[config.mk]
export PLATFORM = sky130hd
export DESIGN_NAME = int64_to_decimal_ascii
export DESIGN_NICKNAME = d
export VERILOG_FILES = /design/src/rtl/i2d_pkg.sv /design/src/rtl/int64_to_decimal_ascii.sv /design/src/rtl/i2d_dabble.sv
export SDC_FILE = /design/constraint.sdc
export NUM_CORES = 1
export LEC_CHECK = 0
export BUFFER_PORTS_ARGS = -buffer_cell sky130_fd_sc_hd__buf_2
export CORE_ASPECT_RATIO = 1.75
export CORE_MARGIN = 8
export CORE_UTILIZATION = 65
export CTS_CLUSTER_DIAMETER = 60
export DETAILED_ROUTE_END_ITERATION = 12
export PLACE_DENSITY = 0.92
export SLEW_MARGIN = 10
export SYNTH_ARGS = -nofsm -noshare
export SYNTH_HDL_FRONTEND = slang
export SYNTH_HIERARCHICAL = 1
export SYNTH_SLANG_ARGS = --single-unit
[constraint.sdc]
create_clock -name aclk -period 11.35 [get_ports aclk]
set_input_delay 0.5675 -clock aclk [delete_from_list [all_inputs] [get_ports aclk]]
set_output_delay 0.5675 -clock aclk [all_outputs]
set_load 0.005 [all_outputs]
[src/rtl/i2d_pkg.sv]
`timescale 1ns / 1ps

package i2d_pkg;

    localparam int VALUE_W     = 64;
    localparam int BIT_CNT_W   = 6;
    localparam int NUM_DIGITS  = 20;
    localparam int BCD_W       = 4 * NUM_DIGITS;
    localparam int DIGIT_CNT_W = 5;
    localparam int CHAR_W      = 8;
    localparam int S_TDATA_W   = 64;

    localparam logic [CHAR_W-1:0] ASCII_ZERO  = 8'd48;
    localparam logic [CHAR_W-1:0] ASCII_MINUS = 8'd45;

    localparam logic [BIT_CNT_W-1:0]   LAST_BIT   = 6'd63;
    localparam logic [DIGIT_CNT_W-1:0] DIGITS_ALL = 5'd20;
    localparam logic [DIGIT_CNT_W-1:0] DIGIT_ONE  = 5'd1;

endpackage

[src/rtl/int64_to_decimal_ascii.sv]
`timescale 1ns / 1ps

// Converts a 64-bit value into decimal ASCII text.
// Input channel s_axis: one request carries the value in tdata[63:0] and the
// signed flag in tuser; with the flag set the value is two's complement.
// Output channel m_axis: one character per transfer in tdata[7:0], most
// significant first, a leading '-' for a negative signed value, and tlast
// on the final character. Zero gives the single character '0'.
// An accepted request runs through the shift-and-add-3 unit (one value bit
// per cycle), then drops leading zero digits and settles on the top digit,
// then sends one character per cycle while the receiver is ready.
// s_axis_tready is high only while the block is idle, which includes the time
// the final character still waits in the output register, so a new request
// can be taken before the last one is fully sent. When the receiver stalls,
// the current character holds in the output register and character output
// pauses. A synchronous active-low reset returns the block to idle and drops
// m_axis_tvalid; nothing survives between requests.
module int64_to_decimal_ascii (
    input  logic                            aclk,
    input  logic                            aresetn,
    input  logic                            s_axis_tvalid,
    output logic                            s_axis_tready,
    input  logic [i2d_pkg::S_TDATA_W-1:0]   s_axis_tdata,  // value_bits
    input  logic                            s_axis_tuser,  // signed_mode
    output logic                            m_axis_tvalid,
    input  logic                            m_axis_tready,
    output logic [i2d_pkg::CHAR_W-1:0]      m_axis_tdata,  // character
    output logic                            m_axis_tlast
);
    import i2d_pkg::*;

    typedef enum logic [1:0] {
        ST_IDLE,
        ST_CONV,
        ST_SKIP,
        ST_EMIT
    } state_t;

    state_t                 state_reg, state_next;
    logic [VALUE_W-1:0]     mag_reg, mag_next;
    logic [BCD_W-1:0]       bcd_reg, bcd_next;
    logic [BIT_CNT_W-1:0]   bit_cnt_reg, bit_cnt_next;
    logic [DIGIT_CNT_W-1:0] dig_cnt_reg, dig_cnt_next;
    logic                   minus_reg, minus_next;
    logic                   out_valid_reg, out_valid_next;
    logic [CHAR_W-1:0]      out_char_reg, out_char_next;
    logic                   out_last_reg, out_last_next;

    logic [BCD_W-1:0]   step_bcd;
    logic [VALUE_W-1:0] step_mag;
    logic [VALUE_W-1:0] in_value;
    logic               in_minus;
    logic               out_free;
    logic [3:0]         top_digit;

    i2d_dabble u_dabble (
        .bcd_in  (bcd_reg),
        .mag_in  (mag_reg),
        .bcd_out (step_bcd),
        .mag_out (step_mag)
    );

    assign in_value  = s_axis_tdata[VALUE_W-1:0];
    assign in_minus  = s_axis_tuser & in_value[VALUE_W-1];
    assign out_free  = !out_valid_reg || m_axis_tready;
    assign top_digit = bcd_reg[BCD_W-1 -: 4];

    assign s_axis_tready = (state_reg == ST_IDLE);
    assign m_axis_tvalid = out_valid_reg;
    assign m_axis_tdata  = out_char_reg;
    assign m_axis_tlast  = out_last_reg;

    always_comb begin
        state_next     = state_reg;
        mag_next       = mag_reg;
        bcd_next       = bcd_reg;
        bit_cnt_next   = bit_cnt_reg;
        dig_cnt_next   = dig_cnt_reg;
        minus_next     = minus_reg;
        out_valid_next = out_valid_reg;
        out_char_next  = out_char_reg;
        out_last_next  = out_last_reg;

        if (out_valid_reg && m_axis_tready) begin
            out_valid_next = 1'b0;
        end

        unique case (state_reg)
            ST_IDLE: begin
                if (s_axis_tvalid) begin
                    minus_next   = in_minus;
                    mag_next     = in_minus ? (~in_value + 1'b1) : in_value;
                    bcd_next     = '0;
                    bit_cnt_next = '0;
                    state_next   = ST_CONV;
                end
            end
            ST_CONV: begin
                bcd_next     = step_bcd;
                mag_next     = step_mag;
                bit_cnt_next = bit_cnt_reg + 1'b1;
                if (bit_cnt_reg == LAST_BIT) begin
                    dig_cnt_next = DIGITS_ALL;
                    state_next   = ST_SKIP;
                end
            end
            ST_SKIP: begin
                // Drop leading zero digits, but always keep the last one.
                if (top_digit == 4'd0 && dig_cnt_reg != DIGIT_ONE) begin
                    bcd_next     = {bcd_reg[BCD_W-5:0], 4'd0};
                    dig_cnt_next = dig_cnt_reg - 1'b1;
                end else begin
                    state_next = ST_EMIT;
                end
            end
            ST_EMIT: begin
                if (out_free) begin
                    out_valid_next = 1'b1;
                    if (minus_reg) begin
                        // At least one digit follows the sign.
                        out_char_next = ASCII_MINUS;
                        out_last_next = 1'b0;
                        minus_next    = 1'b0;
                    end else begin
                        out_char_next = ASCII_ZERO + {4'd0, top_digit};
                        out_last_next = (dig_cnt_reg == DIGIT_ONE);
                        bcd_next      = {bcd_reg[BCD_W-5:0], 4'd0};
                        dig_cnt_next  = dig_cnt_reg - 1'b1;
                        if (dig_cnt_reg == DIGIT_ONE) begin
                            state_next = ST_IDLE;
                        end
                    end
                end
            end
            default: begin
                state_next = ST_IDLE;
            end
        endcase
    end

    always_ff @(posedge aclk) begin
        if (!aresetn) begin
            state_reg     <= ST_IDLE;
            out_valid_reg <= 1'b0;
        end else begin
            state_reg     <= state_next;
            out_valid_reg <= out_valid_next;
        end
        mag_reg      <= mag_next;
        bcd_reg      <= bcd_next;
        bit_cnt_reg  <= bit_cnt_next;
        dig_cnt_reg  <= dig_cnt_next;
        minus_reg    <= minus_next;
        out_char_reg <= out_char_next;
        out_last_reg <= out_last_next;
    end

endmodule

[src/rtl/i2d_dabble.sv]
`timescale 1ns / 1ps

module i2d_dabble (
    input  logic [i2d_pkg::BCD_W-1:0]   bcd_in,
    input  logic [i2d_pkg::VALUE_W-1:0] mag_in,
    output logic [i2d_pkg::BCD_W-1:0]   bcd_out,
    output logic [i2d_pkg::VALUE_W-1:0] mag_out
);
    import i2d_pkg::*;

    logic [BCD_W-1:0] adjusted;

    // Each BCD digit of five or more gets three added before the shift,
    // so that the doubling carries correctly into the next digit.
    always_comb begin
        for (int d = 0; d < NUM_DIGITS; d++) begin
            if (bcd_in[4*d +: 4] >= 4'd5) begin
                adjusted[4*d +: 4] = bcd_in[4*d +: 4] + 4'd3;
            end else begin
                adjusted[4*d +: 4] = bcd_in[4*d +: 4];
            end
        end
    end

    assign bcd_out = {adjusted[BCD_W-2:0], mag_in[VALUE_W-1]};
    assign mag_out = {mag_in[VALUE_W-2:0], 1'b0};

endmodule
==> results of run 1 <==
-- cells in the mapped netlist, types with 20 or more instances --
library cell	instances	area (µm²)
xnor2_1	44	385
edfxtp_1	162	4860
nor4_1	20	125
nor3_1	41	205
buf_4	68	510
inv_1	52	195
clkbuf_1	45	169
ha_1	48	601
nor2b_1	20	125
nand2_1	128	480
nand3_1	33	165
a21oi_2	20	175
nor2_1	64	240
nand2b_1	42	263
mux2i_1	22	220
a22o_1	77	674
o21ai_0	70	350
-- how the worst max path moves through the flow --
stage | from | cells past startpoint | end | slack, ns
detailed placement | s_axis_tdata[14] | 6 | mag_reg[59] | 7.69
global placement | s_axis_tdata[14] | 6 | mag_reg[59] | 7.75
finish | state_reg[1] | 8 | mag_reg[60] | 7.97
floorplan | dig_cnt_reg[0] | 5 | bcd_reg[0] | 6.41
CTS | state_reg[1] | 8 | mag_reg[62] | 8.00
global route | state_reg[1] | 8 | mag_reg[60] | 7.76
-- cell families after synthesis --
group / Yosys count / synth area share (%)
flops: 165 / 43.4
other cells: 3 / 0.0992
xor+xnor: 62 / 4.78
mux: 29 / 2.63
buf+inv: 173 / 8.06
fa+ha+maj: 48 / 5.29
compound gates: 262 / 16.6
simple gates: 427 / 19.2
-- metrics by stage --
stage	worst slack, ns	util, %
finish	7.97	69.0
global route	7.76	69.0
CTS	8.00	69.0
detailed placement	7.69	66.0
global placement	7.75	66.0
floorplan	6.41	-
-- layer usage --
| metal | vias up | wire, µm | global-route usage, % |
|---|---|---|---|
| met1 | 4254 | 9310 | 26.1 |
| met3 | 101 | 1610 | 4.25 |
| met5 | - | 0 | 0 |
| met2 | 454 | 13800 | 42.9 |
| li1 | 4197 | - | - |
| met4 | 0 | 1170 | 14.4 |
-- cell type report --
class	count	area, µm²	share of cell area, %
timing repair buffer	85	448	3.75
sequential	165	4920	41.2
clock inverter	12	81.3	0.681
inverter	52	195	1.63
clock buffer	20	437	3.66
multi-input combinational	832	5560	46.6
tap	231	289	2.42
-- power breakdown --
group	internal (µW)	leakage (µW)	switching (µW)	total, µW
clock network	279	0.000250	245	523
logic	480	0.00257	734	1210
registers	1090	0.00167	222	1310
-- layout by cell type, fill, tap and decap left out, types with 11 or more instances in the layout --
cell type,instances
nor4_1,19
buf_2,76
nand2_1,127
nand3_1,33
nor2_1,61
ha_1,47
a21oi_1,11
nor2b_1,20
or3_1,16
o21ai_0,70
nor3_1,41
xnor2_1,44
inv_1,52
xor2_1,18
nand2b_1,42
edfxtp_1,162
clkbuf_16,17
a21oi_2,20
o21ai_1,19
a31oi_1,16
mux2i_1,22
a22o_1,77
==> summary.md, run 1 <==
| Metric | Value |
|---|---|
| Routed Wire Length | 25900 µm |
| Antenna violations before repair | 0 |
| Gate Count Post-Synth | 1169 |
| RSZ-0062 raised after global routing | false |
| Setup Total Neg Slack | 0 ns |
| Placed instance area | 11400 µm² |
| Antenna violation net count after detailed routing | 0 |
| Final cell count without fillers | 1397 |
| Vias/cell | 6.45 |
| Global Route Usage Sum | 24.2% |
| Power per cell area | 255 nW/µm² |
| Max Fclk | 0.296 GHz |
| Htree depth | 4 |
| Reg clk slew, reported paths | 0.06 ns |
| CTS tree | done |
| Actual slew at the worst max-slew pin | 1.17 ns |
| Cell repeated most along the worst path | buf_4 |
| EDFF count, synth | 162 |
| Synth cell types | 62 |
| Pre-antenna DRT Iters | 6 |
| Max Slew Vio Count | 0 |
| Register area share after synthesis | 43.4% |
| Port bufs | 76 |
| I/O pin cnt | 80 |
| # rows | 64 |
| Clock Skew | 0.00981 ns |
| GRT Residual Overflow | 0 |
| Drt initial violations | 728 |
| WHS Path Cells | 2 |
| Routability cong. | 0.932 |
| Synth warnings | 6 |
| Core ar. | 17300 µm² |
| Initial Util | 65.6% |
| # placed instances | 1365 |
| Critical path required time | 11.41 ns |
| Crit. End Element | flop |
| Ant diodes | 0 |
| Largest stage delay, worst path | 0.70 ns |
| Final setup violating endpoints | 0 |
| Die area | 22100 µm² |
| Critical path buffers and inverters | 5 |
| Post-cts sizing count | 0 |
| Pleak | 0.00449 µW |
| Hold Crit Class | primary input to flop |
| Die X | 116 µm |
| Setup CP Type | flop to flop |
| Final Hold Fails | 0 |
| CP Max Fanout | 81 |
| Worst setup SP type | flop |
| Via count | 9006 |
| Largest net degree at the start of global routing | 82 |
| Final Cell Area | 11900 µm² |
| Path depth of the worst reg2reg path | 8 |
| CTS hold repair buffers | 0 |
| Layout area overhead | 5.15% |
| Post-Synthesis Cell Area | 11400 µm² |
| Largest register FFs | 80 |
| Global-route wire length before repair | 42600 µm |
| DR WL/cell | 18.6 µm |
| Total clock sinks | 165 |
| Worst skew pair latency | 0.44 ns |
| FF-to-FF End | mag_reg[60] |
| Number of CTS-inserted buffers | 17 |
| Slew headroom | 21.3% |
| Vias in the first global route | 8981 |
| Max VDD drop | 0.000148 V |
| CTS Buffer Depth | 2 |
| Post-synth ARST share | 0% |
| Hold_ws | 0.378 ns |
| Critical Path, Cell by Cell | inv_1, ha_4, inv_1, buf_4, nor2_4, buf_4, a21o_2, buf_4 |
| Top FF cell, synth | edfxtp_1 |
| Maxcap violations | 0 |
| Crit share post-route | 29.7% |
| Height of the die | 191 µm |
| CTS root buf | clkbuf_16 |
| DRC violations left | 0 |
| FF+latch count, synth | 165 |
| HP Start | aresetn |
| Post-CTS setup buffer count | 0 |
| Final Total Pwr | 3050 µW |
| Syn_area_per_cell | 9.71 µm² |
| Worst R2R Setup Slack | 7.97 ns |
| Worst r2r src | state_reg[1] |
| Crit path DAT | 3.43 ns |
| Hpwl dp | 17800 µm |
| Status | finished, final reports clean |
| Final min period | 3.38 ns |
| # nets final | 1270 |
| Slowest-stage cell, CP | buf_4 |
| Worst Hold Path EP | m_axis_tvalid |
| Worst path top cell family by delay | buffers and inverters |
| Fillcell total | 1272 |
| Share of cells above drive strength 1 | 14.2% |
Power figures use the tool's default switching activity.
==> inputs of run 2 (changes only) <==
--- a/config.mk
+++ b/config.mk
@@ -5,13 +5,14 @@
 export SDC_FILE = /design/constraint.sdc
 export NUM_CORES = 1
 export LEC_CHECK = 0
+export ABC_AREA = 1
 export BUFFER_PORTS_ARGS = -buffer_cell sky130_fd_sc_hd__buf_2
 export CORE_ASPECT_RATIO = 1.75
 export CORE_MARGIN = 8
-export CORE_UTILIZATION = 65
+export CORE_UTILIZATION = 56
 export CTS_CLUSTER_DIAMETER = 60
 export DETAILED_ROUTE_END_ITERATION = 12
-export PLACE_DENSITY = 0.92
+export PLACE_DENSITY = 0.85
 export SLEW_MARGIN = 10
 export SYNTH_ARGS = -nofsm -noshare
 export SYNTH_HDL_FRONTEND = slang
==> constraint.sdc (replaced) <==
create_clock -name aclk -period 2.9 [get_ports aclk]
set_input_delay 0.145 -clock aclk [delete_from_list [all_inputs] [get_ports aclk]]
set_output_delay 0.145 -clock aclk [all_outputs]
set_load 0.005 [all_outputs]
==> run 2 against run 1 <==
  * Clock power rose to 4.1 times the previous value
  * Sequential power rose to 4.0 times the previous value
  * Core utilization shrank 8.4 points
  * Power rose to 4.3 times the previous value
  * Cell area up 8.7%
  * Count of clock-buffer cells in the layout rose by 5
  * Via count up 17%
  * Global-route usage decreased by 2.1 points
  * Worst hold slack lost 0.31 ns
==> summary.md, run 2 <==
| Metric | Value |
|---|---|
| Post-Synthesis Cell Area | 12200 µm² |
| Clock Skew | 0.0125 ns |
| Hpwl dp | 21600 µm |
| Actual slew at the worst max-slew pin | 0.866 ns |
| Util after Layout | 60.6% |
| Top cell type by total area after synthesis | edfxtp_1 |
| Worst r2r src | state_reg[0] |
| Via count | 10600 |
| Synth warnings | 6 |
| Post-cts sizing count | 0 |
| Die X | 127 µm |
| Reg clk slew, reported paths | 0.06 ns |
| FF+latch count, synth | 165 |
| Layout area overhead | 6.53% |
| Worst setup SP type | flop |
| Global-route wire length before repair | 47800 µm |
| Die area | 26900 µm² |
| CTS Buffer Depth | 2 |
| Commonest cells in the netlist | 401 x nand2_1, 251 x nor2_1, 162 x edfxtp_1 |
| Post-synth ARST share | 0% |
| Crit. End Element | flop |
| Number of CTS-inserted buffers | 17 |
| Worst skew pair latency | 0.44 ns |
| Slew headroom | 42.3% |
| I/O pin cnt | 80 |
| Routability cong. | 0.983 |
| Register area share after synthesis | 40.4% |
| Drt initial violations | 839 |
| Post-CTS setup buffer count | 0 |
| Global Route Usage Sum | 22.1% |
| RSZ-0062 raised after global routing | false |
| Crit share post-route | 73.0% |
| Gate Count Post-Synth | 1598 |
| Port bufs | 76 |
| Most frequent cells in the layout | 401 x nand2_1, 250 x nor2_1, 162 x edfxtp_1, 122 x inv_1, 109 x nand3_1 |
| Power per cell area | 1010 nW/µm² |
| Top FF cell, synth | edfxtp_1 |
| Antenna violation net count after detailed routing | 0 |
| Initial Util | 56.9% |
| Path depth of the worst reg2reg path | 7 |
| Worst Hold Path EP | m_axis_tvalid |
| Maxcap violations | 0 |
| Height of the die | 211 µm |
| # rows | 71 |
| DRC violations left | 0 |
| Crit path DAT | 2.27 ns |
| Max VDD drop | 0.000623 V |
| Largest register FFs | 80 |
| EDFF count, synth | 162 |
| Setup CP Type | flop to flop |
| Vias/cell | 5.57 |
| Pre-antenna DRT Iters | 5 |
| Syn_area_per_cell | 7.62 µm² |
| Total clock sinks | 165 |
| DR WL/cell | 15.6 µm |
| Core ar. | 21400 µm² |
| # placed instances | 1861 |
| Status | finished, final reports clean |
| Share of cells above drive strength 1 | 14.4% |
| Vias in the first global route | 10300 |
| WHS Path Cells | 4 |
| Final Hold Fails | 0 |
| Final setup violating endpoints | 0 |
| Place WS | 0.792 ns |
| Routed Wire Length | 29600 µm |
| Setup Total Neg Slack | 0 ns |
| Fillcell total | 1906 |
| Max Fclk | 0.472 GHz |
| FF-to-FF End | bcd_reg[28] |
| Synth area leaders | edfxtp_1 40%, nand2_1 12%, nor2_1 7.7%, ha_1 4.9%, a22oi_1 4.7% |
| Hold Crit Class | primary input to flop |
| Pleak | 0.00547 µW |
| HP Start | m_axis_tready |
| Antenna violations before repair | 2 |
| Critical path required time | 3.05 ns |
| Worst R2R Setup Slack | 0.78 ns |
| Final worst slack | 0.782 ns |
| Max Slew Vio Count | 0 |
| CP Max Fanout | 56 |
| Most common cell after layout, fill and taps aside | nand2_1 |
| Final min period | 2.12 ns |
| CTS root buf | clkbuf_16 |
| Cell with the most instances after synthesis | nand2_1 |
| Final Total Pwr | 13100 µW |
| Share of Yosys cell area claimed by the top area cell type | 39.9% |
| Htree depth | 4 |
| # nets final | 1706 |
| CTS tree | done |
| Largest net degree at the start of global routing | 108 |
| Synth cell types | 44 |
| GRT Residual Overflow | 0 |
| Final cell count without fillers | 1896 |
-- run 2: cell types whose count changed in the layout (fill, tap and decap cells not counted), sizes merged, moves of 28 or more --
cell,change
nand2,+289
nor2,+214
inv,+102
nand3,+81
a22o,-77
a22oi,+68
nand2b,-42
xnor2,-37
nor3,-36
o21ai,+32
a21oi,+28
-- run 2: worst max-delay path, cell delays in order, from the launching register on --
cell and delay, ns:
dfxtp_2 0.38, inv_1 0.08, ha_1 0.24, nor2_1 0.32, inv_2 0.27, buf_12 0.26
a22oi_1 0.17, nor2_1 0.07
-- run 2: worst max path at each step --
stage / start / end / slack, ns / cells after the start
CTS: state_reg[1] / s_axis_tready / 0.71 / 4
finish: state_reg[0] / bcd_reg[28] / 0.78 / 7
global route: state_reg[0] / bcd_reg[42] / 0.59 / 7
global placement: dig_cnt_reg[0] / bcd_reg[43] / 0.80 / 7
detailed placement: bcd_reg[76] / bcd_reg[47] / 0.79 / 6
floorplan: state_reg[0] / bcd_reg[0] / -0.41 / 6
-- run 2: power breakdown --
| part | internal [µW] | switching [µW] | total, µW |
|---|---|---|---|
| clock network | 1250 | 922 | 2170 |
| registers | 4290 | 885 | 5180 |
| logic | 1960 | 3790 | 5750 |
-- run 2: cell type report --
type,count,area (µm²),area share [%]
multi-input cells,1161,5980,46.1
flip-flops and latches,165,4930,38.0
inverters,159,602,4.64
repair buffers,85,538,4.15
clock buffers,25,485,3.74
well taps,292,365,2.82
clock inverters,7,73.8,0.569
diodes,2,5.00,0.0386
-- run 2: through the flow --
step / area, µm² / hold WS, ns
floorplan: 12200 / 0.258
global placement: 12400 / 0.395
detailed placement: 12400 / 0.404
CTS: 13000 / 0.0628
global route: 13000 / 0.0887
finish: 13000 / 0.0654
-- run 2: metal layers --
metal	track usage (%)	up-vias	part of all wire [%]
met2	41.4	318	55
met4	14.7	0	5.1
met1	21.6	4931	36
met3	3.92	88	4.1
met5	0	-	0
li1	-	5215	-
-- run 2: cell families after synthesis --
family                     count (synthesis)  synth area share (%)
DFF                                      165                  40.4
other                                      3                0.0924
adders and majority gates                 48                  4.93
AOI/OAI and AO/OA                        260                  13.3
xor gates and xnor gates                  12                 0.863
buffers and inverters                    273                  10.9
and+or+nand+nor                          837                  29.5
-- run 2: repair_timing --
item / 4_1_cts / 5_1_grt
endpoints found under the setup margin: 0 / 0
endpoints found under the hold margin: 3 / 0
hold buffers: 1 / 0
==> inputs of run 3 (changes only) <==
--- a/config.mk
+++ b/config.mk
@@ -9,10 +9,10 @@
 export BUFFER_PORTS_ARGS = -buffer_cell sky130_fd_sc_hd__buf_2
 export CORE_ASPECT_RATIO = 1.75
 export CORE_MARGIN = 8
-export CORE_UTILIZATION = 56
+export CORE_UTILIZATION = 62
 export CTS_CLUSTER_DIAMETER = 60
 export DETAILED_ROUTE_END_ITERATION = 12
-export PLACE_DENSITY = 0.85
+export PLACE_DENSITY = 0.88
 export SLEW_MARGIN = 10
 export SYNTH_ARGS = -nofsm -noshare
 export SYNTH_HDL_FRONTEND = slang
==> constraint.sdc (replaced) <==
create_clock -name aclk -period 2.1 [get_ports aclk]
set_input_delay 0.105 -clock aclk [delete_from_list [all_inputs] [get_ports aclk]]
set_output_delay 0.105 -clock aclk [all_outputs]
set_load 0.005 [all_outputs]
==> run 3 against run 2 <==
  * Worst hold slack worse by 0.019 ns
  * Clock power grew 50%
  * Power is 42% higher
  * Critical endpoint is now bcd_reg[20]
  * Count of clock-buffer cells in the layout down 6
  * Flip-flop and latch count did not move
  * Sequential share of layout area down 0.29 points
  * Largest power group unchanged
  * Worst setup slack got worse by 0.62 ns
  * Wire length is 1.2% lower
  * Register-to-register slack got worse by 0.62 ns
  * Core utilization up 6.5 points
  * Cell area is 0.78% higher
  * Die area is 8.7% lower
  * Highest routed layer unchanged
==> summary.md, run 3 (same netlist as run 2, synthesis figures left out) <==
| Metric | Value |
|---|---|
| Hpwl dp | 21200 µm |
| Max Slew Vio Count | 0 |
| Drt initial violations | 761 |
| DRC violations left | 0 |
| Actual slew at the worst max-slew pin | 0.616 ns |
| Most frequent cells in the layout | 401 x nand2_1, 250 x nor2_1, 162 x edfxtp_1, 121 x inv_1, 109 x nand3_1 |
| Port bufs | 76 |
| Hold Crit Class | primary input to flop |
| Worst R2R Setup Slack | 0.16 ns |
| DR WL/cell | 15.7 µm |
| Htree depth | 4 |
| CTS Buffer Depth | 2 |
| Power per cell area | 1430 nW/µm² |
| Worst Hold Path EP | mag_reg[62] |
| WL met2 | 15900 µm |
| Antenna violation net count after detailed routing | 0 |
| Reg clk slew, reported paths | 0.07 ns |
| Die area | 24600 µm² |
| Final setup violating endpoints | 0 |
| Ant diodes | 0 |
| Crit share post-route | 92.2% |
| Largest net degree at the start of global routing | 83 |
| Die X | 122 µm |
| Critical path required time | 2.23 ns |
| Placed instance area | 12500 µm² |
| Path depth of the worst reg2reg path | 7 |
| Uppermost layer routed | met4 |
| # nets final | 1715 |
| Status | finished, final reports clean |
| Global-route wire length before repair | 48400 µm |
| Total clock sinks | 165 |
| Max Fclk | 0.516 GHz |
| Final min period | 1.94 ns |
| Final Hold Fails | 0 |
| Routed Wire Length | 29200 µm |
| Crit path DAT | 2.07 ns |
| Clock Skew | 0.0100 ns |
| GRT Residual Overflow | 0 |
| Layout area overhead | 7.36% |
| Maxcap violations | 0 |
| Core ar. | 19500 µm² |
| Routability cong. | 0.927 |
| HP Start | s_axis_tdata[62] |
| Vias/cell | 5.77 |
| Slew headroom | 58.9% |
| CTS root buf | clkbuf_16 |
| Most common cell after layout, fill and taps aside | nand2_1 |
| Largest register FFs | 80 |
| Area of the multi-input gates | 5990 µm² |
| Register area | 4930 µm² |
| WL met1 | 10600 µm |
| Initial Util | 62.5% |
| Met3 WL post-DR | 1260 µm |
| I/O pin cnt | 80 |
| RSZ-0062 raised after global routing | false |
| Vias in the first global route | 10600 |
| Final Cell Area | 13100 µm² |
| Antenna violations before repair | 0 |
| Setup CP Type | flop to flop |
| Pre-antenna DRT Iters | 8 |
| Height of the die | 201 µm |
| CP Max Fanout | 27 |
| Fillcell total | 1605 |
| Worst r2r src | bcd_reg[76] |
| # rows | 68 |
| WHS Path Cells | 4 |
| Pleak | 0.00555 µW |
| Place WS | 0.180 ns |
| Final worst slack | 0.163 ns |
| FF-to-FF End | bcd_reg[20] |
| Via count | 10700 |
| Worst skew pair latency | 0.43 ns |
| Crit. End Element | flop |
| Share of cells above drive strength 1 | 15.1% |
| Worst setup SP type | flop |
| CTS tree | done |
| Global Route Usage Sum | 24.1% |
| Max VDD drop | 0.000804 V |
| Number of CTS-inserted buffers | 17 |
[run 3: cell count changes in the layout (fill, tap and decap cells not counted), sizes merged]
cell,previous run,this run
diode,2,0
bufinv,1,4
clkinv,8,11
buf,84,93
clkbuf,25,19
[run 3: worst max-delay path: stages, from the launching register on]
cell	delay [ns]
edfxtp_1	0.46
nor4_2	0.35
nand2_1	0.08
nand2_1	0.08
o21ai_2	0.08
nor3_4	0.15
buf_12	0.23
buf_12	0.18
[run 3: report_power, final]
group | switching, µW | total (µW) | internal, µW
registers | 1260 | 7190 | 5930
clock network | 1270 | 3260 | 1990
logic | 5360 | 8210 | 2850
total | 7890 | 18700 | 10800
[run 3: worst max-delay path by stage]
stage | cells after the start | endpoint | from | slack [ns]
floorplan | 5 | bcd_reg[0] | bcd_reg[76] | -1.15
global placement | 7 | bcd_reg[23] | bcd_reg[76] | 0.22
detailed placement | 7 | bcd_reg[25] | bcd_reg[76] | 0.18
CTS | 4 | s_axis_tready | state_reg[0] | 0.02
global route | 7 | bcd_reg[20] | bcd_reg[76] | 0.05
finish | 7 | bcd_reg[20] | bcd_reg[76] | 0.16
[run 3: final cells by class]
type,instances,share of cell area [%]
Clock buffer,19,3.31
Clock inverter,13,1.38
Inverter,159,4.66
Multi-Input combinational cell,1161,45.8
Sequential cell,165,37.7
Tap cell,245,2.34
Timing Repair Buffer,94,4.85
[run 3: timing repair]
item	4_1_cts	5_1_grt
gates resized for setup	0	1
hold buffers	1	0
setup endpoints to repair	0	1
setup buffers	0	0
hold endpoints to repair	3	0
[run 3: metal layers]
metal	GRT usage [%]	up-vias
met5	0	-
met4	13.8	0
met3	3.31	92
met2	44.5	401
met1	25.0	4974
li1	-	5236
[run 3: stage by stage]
step	TNS [ns]	power, µW	hold slack (ns)	cells	utilization (%)
floorplan	-115.57	13900	0.218	1599	-
global placement	0	14800	0.356	1823	63.9
detailed placement	0	15200	0.355	1823	63.9
CTS	0	18600	0.0304	1856	67.1
global route	0	20000	0.0717	1856	67.1
finish	0	18700	0.0465	1856	67.1
